===== config.mk =====
export PLATFORM = sky130hd
export DESIGN_NAME = http_chunked_body_decoder_unit
export DESIGN_NICKNAME = d
export VERILOG_FILES = /design/src/hw/rtl/hcbd_pkg.sv /design/src/hw/rtl/http_chunked_body_decoder_unit.sv /design/src/hw/rtl/hcbd_step.sv /design/src/hw/rtl/hcbd_out.sv
export SDC_FILE = /design/constraint.sdc
export NUM_CORES = 1
export LEC_CHECK = 0
export BUFFER_PORTS_ARGS = -buffer_cell sky130_fd_sc_hd__buf_2
export CAP_MARGIN = 10
export CORE_UTILIZATION = 61
export DETAILED_ROUTE_END_ITERATION = 10
export GPL_ROUTABILITY_DRIVEN = 0
export PLACE_DENSITY_LB_ADDON = 0.15
export SLEW_MARGIN = 25
export SYNTH_ARGS = -nofsm -noshare
export SYNTH_HDL_FRONTEND = slang
export SYNTH_HIERARCHICAL = 1
export SYNTH_SLANG_ARGS = --single-unit

===== constraint.sdc =====
create_clock -name clock -period 4.2 [get_ports clock]
set_input_delay 0 -clock clock [delete_from_list [all_inputs] [get_ports clock]]
set_output_delay 0 -clock clock [all_outputs]
set_load 0.005 [all_outputs]

===== src/hw/rtl/hcbd_pkg.sv =====
// Shared types, constants and byte classifiers for the chunked body decoder.
// No dependencies; imported by every module of the block.
`timescale 1ns / 1ps

package hcbd_pkg;

   localparam int SIZE_BITS   = 32;   // chunk size accumulator width
   localparam int LENGTH_BITS = 32;   // body length counter width
   localparam int BODY_LEN_W  = 32;   // reported body length width
   localparam int RSP_DATA_W  = 48;   // data byte + length + flag, padded to bytes

   localparam logic [7:0] CHAR_CR = 8'h0D;
   localparam logic [7:0] CHAR_LF = 8'h0A;
   localparam logic [7:0] CHAR_SP = 8'h20;
   localparam logic [7:0] CHAR_HT = 8'h09;
   localparam logic [7:0] CHAR_VT = 8'h0B;
   localparam logic [7:0] CHAR_FF = 8'h0C;

   localparam logic KIND_PAYLOAD = 1'b0;
   localparam logic KIND_DONE    = 1'b1;

   typedef struct packed {
      logic                  kind;
      logic [7:0]            data_byte;
      logic [BODY_LEN_W-1:0] body_length;
      logic                  size_saturated;
   } hcbd_result_type;

   // {valid, value} of an ASCII hex digit
   function automatic logic [4:0] hex_decode(input logic [7:0] b);
      logic [4:0] r;
      r = 5'b0;
      if (b >= 8'h30 && b <= 8'h39) begin
         r = {1'b1, 4'(b - 8'h30)};
      end else if (b >= 8'h61 && b <= 8'h66) begin
         r = {1'b1, 4'(b - 8'h57)};
      end else if (b >= 8'h41 && b <= 8'h46) begin
         r = {1'b1, 4'(b - 8'h37)};
      end
      return r;
   endfunction

   function automatic logic is_blank(input logic [7:0] b);
      return (b == CHAR_SP) || (b == CHAR_HT) || (b == CHAR_CR) ||
             (b == CHAR_LF) || (b == CHAR_VT) || (b == CHAR_FF);
   endfunction

endpackage


===== src/hw/rtl/http_chunked_body_decoder_unit.sv =====
// HTTP/1.1 chunked body decoder: one body byte per request, payload and completion out.
// A result reaches rsp_ through the output register, or through the skid entry while the output is stalled.
// Throughput: one request per cycle; req_tready drops only while the skid entry holds a result.
// Reset (synchronous, active high): decoder rearms at a size line start, length and
// saturation flag cleared, output register and skid entry emptied.
// Depends on hcbd_pkg, hcbd_step, hcbd_out.
`timescale 1ns / 1ps

module http_chunked_body_decoder_unit
   import hcbd_pkg::*;
(
   input  logic                  clock,
   input  logic                  reset,
   // request channel: raw body bytes
   input  logic                  req_tvalid,
   output logic                  req_tready,
   input  logic [7:0]            req_tdata,   // [7:0] in_byte
   // result channel: payload bytes and body completion
   output logic                  rsp_tvalid,
   input  logic                  rsp_tready,
   output logic [RSP_DATA_W-1:0] rsp_tdata,   // [7:0] data_byte, [39:8] body_length,
                                              // [40] size_saturated, [47:41] zero
   output logic                  rsp_tuser    // [0] kind: 0 payload, 1 body complete
);

   logic            accept;
   logic            space_ok;
   logic            res_valid;
   hcbd_result_type res;
   hcbd_result_type rsp;

   // Take a request whenever the skid entry is free; the state update and the
   // result both complete in the accepting cycle.
   assign req_tready = space_ok;
   assign accept     = req_tvalid && req_tready;

   hcbd_step u_step (
      .clock     (clock),
      .reset     (reset),
      .in_accept (accept),
      .in_byte   (req_tdata),
      .res_valid (res_valid),
      .res       (res)
   );

   // Hold the result until the consumer takes it; a second one parks in the skid.
   hcbd_out u_out (
      .clock     (clock),
      .reset     (reset),
      .res_valid (res_valid),
      .res       (res),
      .space_ok  (space_ok),
      .rsp_valid (rsp_tvalid),
      .rsp_ready (rsp_tready),
      .rsp       (rsp)
   );

   // Pack the result fields, lowest first, zero padded to whole bytes.
   assign rsp_tdata = {7'd0, rsp.size_saturated, rsp.body_length, rsp.data_byte};
   assign rsp_tuser = rsp.kind;

endmodule


===== src/hw/rtl/hcbd_step.sv =====
// Per-byte decoder state, updated on each accepted byte; produces at most one result.
// Depends on hcbd_pkg.
`timescale 1ns / 1ps

module hcbd_step
   import hcbd_pkg::*;
(
   input  logic            clock,
   input  logic            reset,
   input  logic            in_accept,
   input  logic [7:0]      in_byte,
   output logic            res_valid,
   output hcbd_result_type res
);

   typedef enum logic [2:0] {
      PH_LEAD    = 3'd0,
      PH_DIGITS  = 3'd1,
      PH_REST    = 3'd2,
      PH_DATA    = 3'd3,
      PH_SKIP_A  = 3'd4,
      PH_SKIP_B  = 3'd5,
      PH_TRAILER = 3'd6
   } phase_type;

   localparam logic [SIZE_BITS-1:0]   SIZE_MAX = '1;
   localparam logic [LENGTH_BITS-1:0] LEN_MAX  = '1;

   phase_type              phase_ff, phase_in;
   logic [SIZE_BITS-1:0]   accum_ff, accum_in;
   logic [SIZE_BITS-1:0]   left_ff, left_in;
   logic [LENGTH_BITS-1:0] length_ff, length_in;
   logic                   cr_ff, cr_in;
   logic                   empty_ff, empty_in;
   logic                   sat_ff, sat_in;

   always_comb begin
      logic                   line_end;
      logic [4:0]             hx;
      logic                   over;
      logic [SIZE_BITS-1:0]   accum_add;
      logic [LENGTH_BITS-1:0] len_inc;

      line_end  = cr_ff && (in_byte == CHAR_LF);
      hx        = hex_decode(in_byte);
      over      = accum_ff[SIZE_BITS-1 -: 4] != 4'd0;
      accum_add = over ? SIZE_MAX : {accum_ff[SIZE_BITS-5:0], hx[3:0]};
      len_inc   = (length_ff != LEN_MAX) ? length_ff + 1'b1 : length_ff;

      phase_in  = phase_ff;
      accum_in  = accum_ff;
      left_in   = left_ff;
      length_in = length_ff;
      cr_in     = cr_ff;
      empty_in  = empty_ff;
      sat_in    = sat_ff;
      res_valid = 1'b0;
      res       = '{kind: KIND_PAYLOAD, data_byte: in_byte,
                    body_length: BODY_LEN_W'(len_inc), size_saturated: sat_ff};

      case (phase_ff)
         PH_LEAD, PH_DIGITS, PH_REST: begin
            if (line_end) begin
               cr_in    = 1'b0;
               accum_in = '0;
               if (accum_ff != '0) begin
                  left_in  = accum_ff;
                  phase_in = PH_DATA;
               end else begin
                  empty_in = 1'b1;
                  phase_in = PH_TRAILER;
               end
            end else begin
               cr_in = (in_byte == CHAR_CR);
               if (phase_ff == PH_LEAD) begin
                  if (hx[4]) begin
                     accum_in = accum_add;
                     sat_in   = sat_ff | over;
                     phase_in = PH_DIGITS;
                  end else if (!is_blank(in_byte)) begin
                     phase_in = PH_REST;
                  end
               end else if (phase_ff == PH_DIGITS) begin
                  if (hx[4]) begin
                     accum_in = accum_add;
                     sat_in   = sat_ff | over;
                  end else begin
                     phase_in = PH_REST;
                  end
               end
            end
         end
         PH_DATA: begin
            length_in = len_inc;
            left_in   = left_ff - 1'b1;
            if (left_ff == SIZE_BITS'(1)) begin
               phase_in = PH_SKIP_A;
            end
            res_valid = 1'b1;
         end
         PH_SKIP_A: begin
            phase_in = PH_SKIP_B;
         end
         PH_SKIP_B: begin
            phase_in = PH_LEAD;
            accum_in = '0;
            cr_in    = 1'b0;
         end
         PH_TRAILER: begin
            if (line_end) begin
               if (empty_ff) begin
                  // end of body: report and rearm
                  res_valid = 1'b1;
                  res       = '{kind: KIND_DONE, data_byte: 8'd0,
                                body_length: BODY_LEN_W'(length_ff),
                                size_saturated: sat_ff};
                  phase_in  = PH_LEAD;
                  accum_in  = '0;
                  left_in   = '0;
                  length_in = '0;
                  cr_in     = 1'b0;
                  empty_in  = 1'b1;
                  sat_in    = 1'b0;
               end else begin
                  cr_in    = 1'b0;
                  empty_in = 1'b1;
               end
            end else begin
               if (in_byte == CHAR_CR) begin
                  cr_in = 1'b1;
                  if (cr_ff) begin
                     empty_in = 1'b0;
                  end
               end else begin
                  cr_in    = 1'b0;
                  empty_in = 1'b0;
               end
            end
         end
         default: begin
            phase_in = PH_LEAD;
         end
      endcase

      res_valid = res_valid & in_accept;
   end

   always_ff @(posedge clock) begin
      if (reset) begin
         phase_ff  <= PH_LEAD;
         accum_ff  <= '0;
         left_ff   <= '0;
         length_ff <= '0;
         cr_ff     <= 1'b0;
         empty_ff  <= 1'b1;
         sat_ff    <= 1'b0;
      end else if (in_accept) begin
         phase_ff  <= phase_in;
         accum_ff  <= accum_in;
         left_ff   <= left_in;
         length_ff <= length_in;
         cr_ff     <= cr_in;
         empty_ff  <= empty_in;
         sat_ff    <= sat_in;
      end
   end

   a_done_rearms: assert property (@(posedge clock) disable iff (reset)
      res_valid && res.kind == KIND_DONE |=>
         phase_ff == PH_LEAD && length_ff == '0 && !sat_ff)
      else $error("completion did not rearm the decoder");

   a_data_nonzero: assert property (@(posedge clock) disable iff (reset)
      phase_ff == PH_DATA |-> left_ff != '0)
      else $error("payload phase with no bytes left");

   a_accum_clear: assert property (@(posedge clock) disable iff (reset)
      phase_ff == PH_LEAD || phase_ff == PH_TRAILER |-> accum_ff == '0)
      else $error("size accumulator not clear outside the size digits");

endmodule


===== src/hw/rtl/hcbd_out.sv =====
// Result register with one skid entry, decoupling the decoder from rsp_tready.
// Depends on hcbd_pkg.
`timescale 1ns / 1ps

module hcbd_out
   import hcbd_pkg::*;
(
   input  logic            clock,
   input  logic            reset,
   input  logic            res_valid,
   input  hcbd_result_type res,
   output logic            space_ok,
   output logic            rsp_valid,
   input  logic            rsp_ready,
   output hcbd_result_type rsp
);

   logic            out_valid_ff;
   hcbd_result_type out_data_ff;
   logic            skid_valid_ff;
   hcbd_result_type skid_data_ff;

   always_ff @(posedge clock) begin
      if (reset) begin
         out_valid_ff  <= 1'b0;
         skid_valid_ff <= 1'b0;
      end else if (!out_valid_ff || rsp_ready) begin
         if (skid_valid_ff) begin
            out_valid_ff  <= 1'b1;
            skid_valid_ff <= 1'b0;
         end else begin
            out_valid_ff <= res_valid;
         end
      end else if (res_valid) begin
         skid_valid_ff <= 1'b1;
      end
   end

   always_ff @(posedge clock) begin
      if (!out_valid_ff || rsp_ready) begin
         out_data_ff <= skid_valid_ff ? skid_data_ff : res;
      end else if (res_valid) begin
         skid_data_ff <= res;
      end
   end

   assign space_ok  = !skid_valid_ff;
   assign rsp_valid = out_valid_ff;
   assign rsp       = out_data_ff;

   a_skid_behind_out: assert property (@(posedge clock) disable iff (reset)
      skid_valid_ff |-> out_valid_ff)
      else $error("skid entry held with empty output register");

   a_no_overrun: assert property (@(posedge clock) disable iff (reset)
      !(skid_valid_ff && res_valid))
      else $error("result arrived while skid entry full");

   a_skid_fill: assert property (@(posedge clock) disable iff (reset)
      $rose(skid_valid_ff) |-> $past(out_valid_ff && !rsp_ready))
      else $error("skid filled without a stalled output");

endmodule


## After elaboration in Yosys (flattened, before gate mapping)

Index checks and enable logic that the tools add are counted.

| storage, ports and cells | value |
|---|---|
| flip-flop bits (word level) | 188 |
| latch bits | 0 |
| memory bits (writable) | 0 |
| bits in read-only memories | 0 |
| word-level logic and storage cells | 139 |
| memories | 0 |

| operators by class | value |
|---|---|
| $add $sub $neg | 5 |
| multipliers | 0 |
| divide/modulo/power cells | 0 |
| magnitude comparators | 6 |
| equality and inequality tests | 26 |
| shift operators | 0 |
| mux-type cells | 52 |
| bitwise operators | 3 |
| reduce and logical (&&, ||, !) cells | 30 |

Operators by type and width:

| cell | number |
|---|---|
| 32-bit two-way mux | 10 |
| 32-bit case mux with 3 select lines | 2 |
| 42-bit two-way mux | 4 |
| 32-bit case mux with 2 select lines | 1 |
| 8-bit by 4-bit == test with 1-bit output, second input constant | 5 |
| 32-bit by 1-bit adder with 32-bit output, second input constant | 1 |
| 32-bit by 1-bit == test with 1-bit output, second input constant | 1 |
| 32-bit inequality test, second input constant | 1 |
| 32-bit nonzero test | 1 |
| 32-bit by 1-bit subtractor with 32-bit output, second input constant | 1 |
| 3-bit two-way mux | 10 |
| 1-bit two-way mux | 17 |
| 8-bit by 7-bit greater-or-equal comparator with 1-bit output, second input constant | 2 |
| 8-bit by 7-bit <= comparator with 1-bit output, second input constant | 2 |
| 5-bit two-way mux | 3 |
| 3-bit case mux with 4 select lines | 1 |
| 6-bit AND reduction | 2 |
| 2-bit by 1-bit inequality test with 1-bit output, second input constant | 5 |
| 5-bit AND reduction | 2 |
| 3-bit == test, second input constant | 3 |
| 8-bit by 6-bit == test with 1-bit output, second input constant | 1 |
| 8-bit by 6-bit greater-or-equal comparator with 1-bit output, second input constant | 1 |
| 8-bit by 6-bit <= comparator with 1-bit output, second input constant | 1 |
| 4-bit by 3-bit subtractor with 4-bit output, second input constant | 2 |
| other kinds (26) | 43 |

## Logic depth before layout (Yosys ltp)

Gate-level depths: netlist of the first run.

| logic depth | value |
|---|---|
| depth in word-level cells | 11 |
| mapped depth | 11 |
| depth with buffers taken out | 9 |

## Cells and area by module

The synthesis of the first run kept the hierarchy.

Modules (own cells, without submodules):

| module | instances | cells each | area an instance (um^2) |
|---|---|---|---|
| hcbd_step | 1 | 855 | 6251.0 |
| hcbd_out | 1 | 140 | 3300.7 |
| http_chunked_body_decoder_unit | 1 | 9 | 62.6 |

## Least setup slack after synthesis of the first run

OpenSTA, ideal clock, no wires.

| timing | value |
|---|---|
| path type | reg-to-reg |
| start | register u_step.phase_ff[2] |
| end | register u_out/skid_data_ff[0] (netlist name), enable pin |
| library setup time | 441 ps |
| arrival time | 3411 ps |
| setup slack | 348 ps |
| stages on the path, launching flop included | 8 |
| buffers on the path | 1 |
| cells stage by stage | dfxtp_1 > clkbuf_1 > nand4b_1 > nor4_1 > o21ai_0 > inv_1 > inv_1 > nor2_1 |

| on the way | value |
|---|---|
| longest elaborated chain between the ends | 4 |
| elaborated cells between the ends (all ways) | 5 |
| those cells by class | 2 x eq/ne; 1 x mux; 1 x bitwise; 1 x reduce/logical |

RTL lines:

| element | line | source |
|---|---|---|
| from (decl) | hcbd_step.sv:29 | `phase_type phase_ff, phase_in;` |
| from (signal assigned) | hcbd_step.sv:158 | `phase_ff <= phase_in;` |
| 3-bit == test / 3-bit by 2-bit == test with 1-bit output (equally long branches) | hcbd_step.sv:61 | `case (phase_ff)` |
| 1-bit case mux with 2 select lines (*) | hcbd_step.sv:61 |  |
| 1-bit AND (*) | hcbd_step.sv:145 | `res_valid = res_valid & in_accept;` |
| named net res_valid | http_chunked_body_decoder_unit.sv:28 | `logic res_valid;` |
| 2-bit AND reduction (no line) (*) | - |  |
| to (signal assigned) | hcbd_out.sv:43 | `skid_data_ff <= res;` |
| to (decl) | hcbd_out.sv:21 | `hcbd_result_type skid_data_ff;` |

Mark *: on every way through the listed nets, which the timed path passes. The rest lies on a longest branch.
A chain may end at the register's enable or synchronous reset.

## Worst setup path after layout of the first run

| timing | value |
|---|---|
| start | input port req_tdata[4] |
| end | register u_step.accum_ff[5] |

| on the way | value |
|---|---|
| longest elaborated chain between the ends | 10 |
| elaborated cells between the ends (all ways) | 22 |
| those cells by class | 6 x order compare; 3 x eq/ne; 8 x mux; 5 x reduce/logical |

RTL lines:

| element | line | source |
|---|---|---|
| from (decl) | http_chunked_body_decoder_unit.sv:17 | `input logic [7:0] req_tdata,` |
| 8-bit by 7-bit greater-or-equal comparator with 1-bit output / 8-bit by 7-bit <= comparator with 1-bit output (equally long branches) | hcbd_pkg.sv:37 | `end else if (b >= 8'h41 && b <= 8'h46) begin` |
| 1-bit logical AND | hcbd_pkg.sv:37 |  |
| 5-bit two-way mux | hcbd_pkg.sv:37 |  |
| 5-bit two-way mux | hcbd_pkg.sv:35 | `end else if (b >= 8'h61 && b <= 8'h66) begin` |
| 5-bit two-way mux | hcbd_pkg.sv:33 | `if (b >= 8'h30 && b <= 8'h39) begin` |
| 32-bit two-way mux (3 in a row) | - |  |
| 32-bit two-way mux | hcbd_step.sv:63 | `if (line_end) begin` |
| 32-bit case mux with 3 select lines | hcbd_step.sv:61 |  |
| to (signal assigned) | hcbd_step.sv:159 | `accum_ff <= accum_in;` |
| to (decl) | hcbd_step.sv:30 | `logic [SIZE_BITS-1:0] accum_ff, accum_in;` |

Several ways; a longest one is shown, not always the timed one. The select of a mux whose other input is x is not followed.

==> results.json, run 1 <==
{
  "synth_ff_type": "dfxtp_1",
  "dr.pass1.iters": 7,
  "crit_fanout": 32,
  "fin_cells": 1252,
  "yosys.area.top_type": "edfxtp_1",
  "drc": 0,
  "async_flop_share_pct": 0,
  "grt_first_pass_wirelength_um": 35300,
  "portBuffers": 55,
  "routed.top_layer": "met4",
  "start_util_pct": 62.8,
  "core_um2": 15300,
  "cp-startpoint": "req_tdata[4]",
  "clockBufferDepth": 2,
  "reg2regPathDepth": 8,
  "dpl.hpwl_um": 14400,
  "crit_cells": 8,
  "synth_edf_count": 84,
  "seqCellArea_um2": 4610,
  "min_delay_path_depth": 2,
  "maxCapViolCount": 0,
  "clkSinkCount": 188,
  "min_path_type": "in -> reg",
  "cts_setup_buffers": 0,
  "post_synth_num_cell_types": 70,
  "synth_most_common_cell": "nand2_1",
  "h-tree-depth": 4,
  "die_w_um": 128,
  "critical_path_arrival_ps": 3480,
  "multi_input_area_um2": 4610,
  "criticalPathCategory": "in -> reg",
  "powerDensity_nw_per_um2": 333,
  "start_kind": "input port",
  "tns_ps": 0,
  "nets": 1048,
  "max_slew.worst_pin.slew_ps": 1010,
  "rr_startpoint": "u_step/phase_ff[2]",
  "hold_viol_final": 0,
  "cts-buffers-inserted": 17,
  "row_count": 45,
  "cpMaxStageDelayCell": "and2_1",
  "max_stage_delay_ps": 830,
  "synth-seq-cells": 188,
  "synth_common_cells": "113 x nand2_1, 104 x dfxtp_1, 97 x a21oi_1, 84 x edfxtp_1, 77 x o21ai_0",
  "post-route-period-util_pct": 74.3,
  "synth_area_um2": 9610,
  "fin_skew_ps": 10.3,
  "slew_violations": 0,
  "dp.cells": 1213,
  "cts-root-buf": "clkbuf_16",
  "timing.slew.headroom_pct": 32.6,
  "wl_um": 22100,
  "synth.top_cell.area_share_pct": 26.2,
  "drive_gt1_share_pct": 15.1,
  "wl_met3_um": 1050,
  "cp_top_family": "compound AO/OA/AOI/OAI gates",
  "ys_top_cells_by_area": "edfxtp_1 26%, dfxtp_1 22%, mux2_4 5.9%, a21oi_1 5.0%, nand2_1 4.4%",
  "synthToLayoutAreaGrowth_pct": 9.25,
  "p_leak_nw": 3.93,
  "final_antenna_net_count": 0,
  "finalCriticalPeriod_ps": 3120,
  "grt_use_total_pct": 27.6,
  "holdWs_ps": 32.6,
  "insertedDiodeCount": 0,
  "dieArea_um2": 16300,
  "hold_start": "req_tdata[3]",
  "vdd_ir_drop_max_v": 0.000254,
  "yosys_warnings": 6,
  "overflow": 0,
  "synth.avg_cell_area_um2": 9.58,
  "rsz0062_at_grt": "no",
  "die_h_um": 128,
  "cp_cell_sequence": "dlygate4sd3_1 > buf_2 > nor4b_1 > o311ai_0 > a2111oi_0 > and2_1 > o21ai_0 > a21oi_1",
  "clkLatencyLatePin_ps": 430,
  "ys_seq_area_share_pct": 47.9,
  "drtIter0Drc": 690,
  "syn-instance-count": 1004,
  "post_drt_wl_per_cell_um": 17.6,
  "clk_pin_slew_worst_paths_ps": 70,
  "io-pin-count": 63,
  "setup_viol": 0,
  "antenna_found_initial": 0,
  "vias_per_cell": 6.19,
  "worst_ep_required_time_ps": 4560,
  "met2_length_um": 10900,
  "grt_max_degree": 70,
  "wl_met1_um": 9420,
  "outcome": "complete, no violations",
  "crit_path_end_kind": "flip-flop",
  "grt_pass1_vias": 7018,
  "num-fill-cells": 1261,
  "cts_tree": "yes",
  "vias": 7747,
  "max_freq_ghz": 0.320,
  "cp_num_buf_inv": 2
}
worst register-to-register path, cell delays in order, from the launching register on:
cell      delay [ps]
dfxtp_1          640
nand4b_1         190
nor4_1           490
buf_4            220
o21ai_0          190
inv_1            210
inv_1            100
nor2_4           210
buf_4            450
worst paths after layout:
check,slack [ps],end
hold / removal,30,u_out/skid_data_ff[36]
setup reg to reg,1140,u_out/skid_data_ff[36]
setup / recovery,1080,u_step/accum_ff[5]
hold reg to reg,470,u_out/skid_data_ff[0]
flip-flops by register name, summed over array words and instances, names as in the netlist:
register,count
u_out/skid_data_ff,42
u_out/skid_valid_ff,1
u_step/phase_ff,3
u_step/cr_ff,1
u_out/rsp,42
u_out/rsp_valid,1
u_step/left_ff,32
u_step/sat_ff,1
u_step/length_ff,32
u_step/accum_ff,32
u_step/empty_ff,1
cells in the final DEF (no fill, tap or decap), types with 7 or more instances in the layout:
| cell | count |
|---|---|
| a31oi_1 | 21 |
| buf_4 | 14 |
| nand4_1 | 14 |
| a21oi_1 | 96 |
| edfxtp_1 | 84 |
| a221oi_1 | 8 |
| or3_1 | 7 |
| nor2_1 | 74 |
| nor4_1 | 18 |
| o211ai_1 | 8 |
| xor2_1 | 16 |
| nand2b_1 | 9 |
| and4_1 | 10 |
| inv_1 | 13 |
| buf_2 | 55 |
| nand2_1 | 112 |
| ha_1 | 8 |
| nand3_1 | 23 |
| dfxtp_1 | 103 |
| nor3_1 | 35 |
| conb_1 | 7 |
| o21ai_0 | 77 |
| xnor2_1 | 24 |
| o31ai_1 | 8 |
| clkbuf_16 | 17 |
| and3_1 | 8 |
| mux2_4 | 38 |
| and2_1 | 9 |
logic make-up (layout without fill, tap and decap cells):
family	Yosys count	in the layout	synth area share, %
fa+ha+maj	8	8	1.04
compound gates	281	281	17.9
mux	44	44	6.62
simple gates	352	352	18.2
buf+inv	90	121	4.61
flops	188	188	47.9
xor+xnor	40	40	3.64
other cells	1	7	0.0390
through the flow:
| stage | util (%) | total power, W | setup slack [ps] | cell area, um2 |
|---|---|---|---|---|
| final | 68.6 | 0.00350 | 1080 | 10500 |
| after detailed placement | 64.7 | 0.00209 | 1080 | 9900 |
| after floorplan | - | 0.00205 | 348 | 9640 |
| after CTS | 68.5 | 0.00352 | 1130 | 10500 |
| after global placement | 64.7 | 0.00209 | 1030 | 9900 |
| after global routing | 68.6 | 0.00361 | 746 | 10500 |
final cells by class:
cell class,count,share of cell area [%]
Sequential cell,188,43.8
Clock buffer,18,4.09
Timing Repair Buffer,76,4.34
Tap cell,211,2.51
Clock inverter,14,0.905
Multi-Input combinational cell,732,43.8
Inverter,13,0.465
power breakdown:
group          internal [W]  switching (W)
logic             0.0000508      0.0000795
clock network      0.000755       0.000692
registers           0.00191      0.0000134
total               0.00272       0.000785
metal layers:
metal	global-route usage, %	vias up
met2	47.1	262
li1	-	3748
met4	13.3	0
met1	34.5	3686
met5	0	-
met3	3.81	51
timing repair:
item	4_1_cts	5_1_grt
hold buffers	6	0
resized for setup	0	0
hold endpoints to repair	16	0
(Power assumes the default switching activity.)
==> run 2, diff against run 1 <==
--- a/config.mk
+++ b/config.mk
@@ -7,7 +7,7 @@
 export LEC_CHECK = 0
 export BUFFER_PORTS_ARGS = -buffer_cell sky130_fd_sc_hd__buf_2
 export CAP_MARGIN = 10
-export CORE_UTILIZATION = 61
+export CORE_UTILIZATION = 55
 export DETAILED_ROUTE_END_ITERATION = 10
 export GPL_ROUTABILITY_DRIVEN = 0
 export PLACE_DENSITY_LB_ADDON = 0.15
==> constraint.sdc (replaced) <==
create_clock -name clock -period 2.5 [get_ports clock]
set_input_delay 0 -clock clock [delete_from_list [all_inputs] [get_ports clock]]
set_output_delay 0 -clock clock [all_outputs]
set_load 0.005 [all_outputs]
==> run 2 against run 1 <==
First-iteration DRC count increased by 1.2%. Global-route usage decreased by 0.74 points. Highest routed layer unchanged. Final cell count increased by 8.2%. Sequential share of layout area decreased by 3.3 points. Non-clock buffer count increased by 94. Clock skew increased by 0.80 ps. Clock power increased by 87%. Register-to-register slack got worse by 1100 ps. Utilization decreased by 1.0 points. Combinational power increased by 96%. Setup slack got worse by 1000 ps. Largest power group unchanged. Via count increased by 6.2%.
==> results.json, run 2 (synthesized netlist as in run 1, its figures left out) <==
{
  "dr.pass1.iters": 7,
  "switching_share_pct": 23.4,
  "nets": 1142,
  "portBuffers": 55,
  "hold_viol_final": 0,
  "min_path_type": "in -> reg",
  "intPower_w": 0.00474,
  "pwr-share-seq_pct": 52.1,
  "synthToLayoutAreaGrowth_pct": 18.2,
  "post_drt_wl_per_cell_um": 17.4,
  "powerDensity_nw_per_um2": 545,
  "dpl.hpwl_um": 15800,
  "vdd_ir_drop_max_v": 0.000503,
  "die_h_um": 134,
  "grt_first_pass_wirelength_um": 38600,
  "clk_pin_slew_worst_paths_ps": 70,
  "max_freq_ghz": 0.407,
  "fin_cells": 1355,
  "routed.top_layer": "met4",
  "reg2regPathDepth": 6,
  "outcome": "complete, no violations",
  "clkPwrFrac_pct": 43.8,
  "post-route-period-util_pct": 98.2,
  "p_leak_nw": 4.47,
  "num-fill-cells": 1360,
  "multi_input_area_um2": 4640,
  "slew_violations": 0,
  "die_w_um": 134,
  "drive_gt1_share_pct": 22.7,
  "cts_tree": "yes",
  "drc": 0,
  "clkSinkCount": 188,
  "io-pin-count": 63,
  "rsz0062_at_grt": "yes",
  "rr_startpoint": "u_step/left_ff[23]",
  "grt_use_total_pct": 26.8,
  "min_to": "u_out/skid_data_ff[36]",
  "row_count": 47,
  "setup_viol": 0,
  "wl_um": 23600,
  "hold_start": "req_tdata[3]",
  "design_area_um2": 11400,
  "mostFrequentLayoutCell": "nand2_1",
  "seqCellArea_um2": 4610,
  "r2r-end": "u_step/phase_ff[2]",
  "criticalPathCategory": "reg -> reg",
  "start_kind": "flip-flop",
  "start_util_pct": 57.2,
  "insertedDiodeCount": 0,
  "crit_fanout": 3,
  "max_stage_delay_ps": 520,
  "h-tree-depth": 4,
  "core_um2": 16800,
  "crit_path_end_kind": "flip-flop",
  "wl_met1_um": 10400,
  "dpl-instance-area_um2": 10700,
  "antenna_found_initial": 0,
  "fin_skew_ps": 11.1,
  "clockBufferDepth": 2,
  "vias": 8231,
  "path_common_cell": "or4_4",
  "critical_path_arrival_ps": 2820,
  "grt_pass1_vias": 7701,
  "min_delay_path_depth": 3,
  "p_sw_w": 0.00145,
  "clkLatencyLatePin_ps": 440,
  "tns_ps": 0,
  "wl_met3_um": 1050,
  "layout_common_cells": "113 x nand2_1, 105 x buf_4, 102 x dfxtp_1",
  "timing.slew.headroom_pct": 46.7,
  "cts-buffers-inserted": 17,
  "post-place-ws_ps": -15.3,
  "cp_top_family": "compound AO/OA/AOI/OAI gates",
  "maxCapViolCount": 0,
  "dp.cells": 1314,
  "overflow": 0,
  "cpMaxStageDelayCell": "or4_4",
  "max_slew.worst_pin.slew_ps": 799,
  "cp_cell_sequence": "or4_4 > or4_4 > o41a_1 > a211o_1 > a2111o_1 > a21oi_2",
  "power_frac_comb_pct": 4.1,
  "finalCriticalPeriod_ps": 2460,
  "final_core_util_pct": 67.6,
  "cts-root-buf": "clkbuf_16",
  "worst_ep_required_time_ps": 2860,
  "drtIter0Drc": 698,
  "fin_ws_ps": 44.8,
  "vias_per_cell": 6.07,
  "grt_max_degree": 66,
  "reg2reg_slack_ps": 40,
  "cp_num_buf_inv": 0,
  "dieArea_um2": 18000,
  "met2_length_um": 11600,
  "final_antenna_net_count": 0
}
[run 2: area by class of cell]
cell class	instances	area share (%)
Inverter	13	0.429
Timing Repair Buffer	170	10.6
Multi-Input combinational cell	732	40.9
Clock inverter	14	1.39
Sequential cell	188	40.5
Tap cell	220	2.42
Clock buffer	18	3.78
[run 2: how the worst max path moves through the flow]
stage,startpoint,to,slack [ps],cells past startpoint
6_report,u_step/left_ff[23],u_step/phase_ff[2],40,6
5_1_grt,u_step/left_ff[23],u_step/phase_ff[2],-50,6
3_3_place_gp,u_step/left_ff[23],u_step/phase_ff[2],10,6
4_1_cts,u_step/left_ff[23],u_step/phase_ff[2],40,6
3_5_place_dp,u_step/left_ff[23],u_step/phase_ff[2],-20,6
2_1_floorplan,u_step/length_ff[16],u_out/rsp[2],2,8
[run 2: tightest hold or removal path: stages]
cell	delay [ps]
buf_2	100
buf_4	140
nor2b_1	170
[run 2: metrics by stage]
stage                     total power (W)  hold slack [ps]
after floorplan                   0.00345             69.1
after global placement            0.00353              287
after detailed placement          0.00354              291
after CTS                         0.00621             96.9
after global routing              0.00636              142
final                             0.00619              114
[run 2: repair_timing]
action | 4_1_cts | 5_1_grt
endpoints found under the setup margin | 1 | 41
gates resized for setup | 0 | 8
buffers inserted | 0 | 3
endpoints found under the hold margin | 20 | 0
pin swaps | 1 | 2
hold buffers | 6 | 0
[run 2: power by group through the flow]
| stage | clock (W) | sequential (W) | combinational [W] |
|---|---|---|---|
| 2_1_floorplan | 0 | 0.00330 | 0.000156 |
| 3_3_place_gp | 0 | 0.00329 | 0.000239 |
| 3_5_place_dp | 0 | 0.00330 | 0.000241 |
| 4_1_cts | 0.00274 | 0.00322 | 0.000249 |
| 5_1_grt | 0.00285 | 0.00323 | 0.000278 |
| 6_report | 0.00271 | 0.00323 | 0.000255 |
[run 2: per-layer routing]
metal,up-vias,GRT usage [%]
met2,277,45.3
met3,39,3.63
li1,3936,-
met5,-,0
met4,0,9.93
met1,3979,35.1
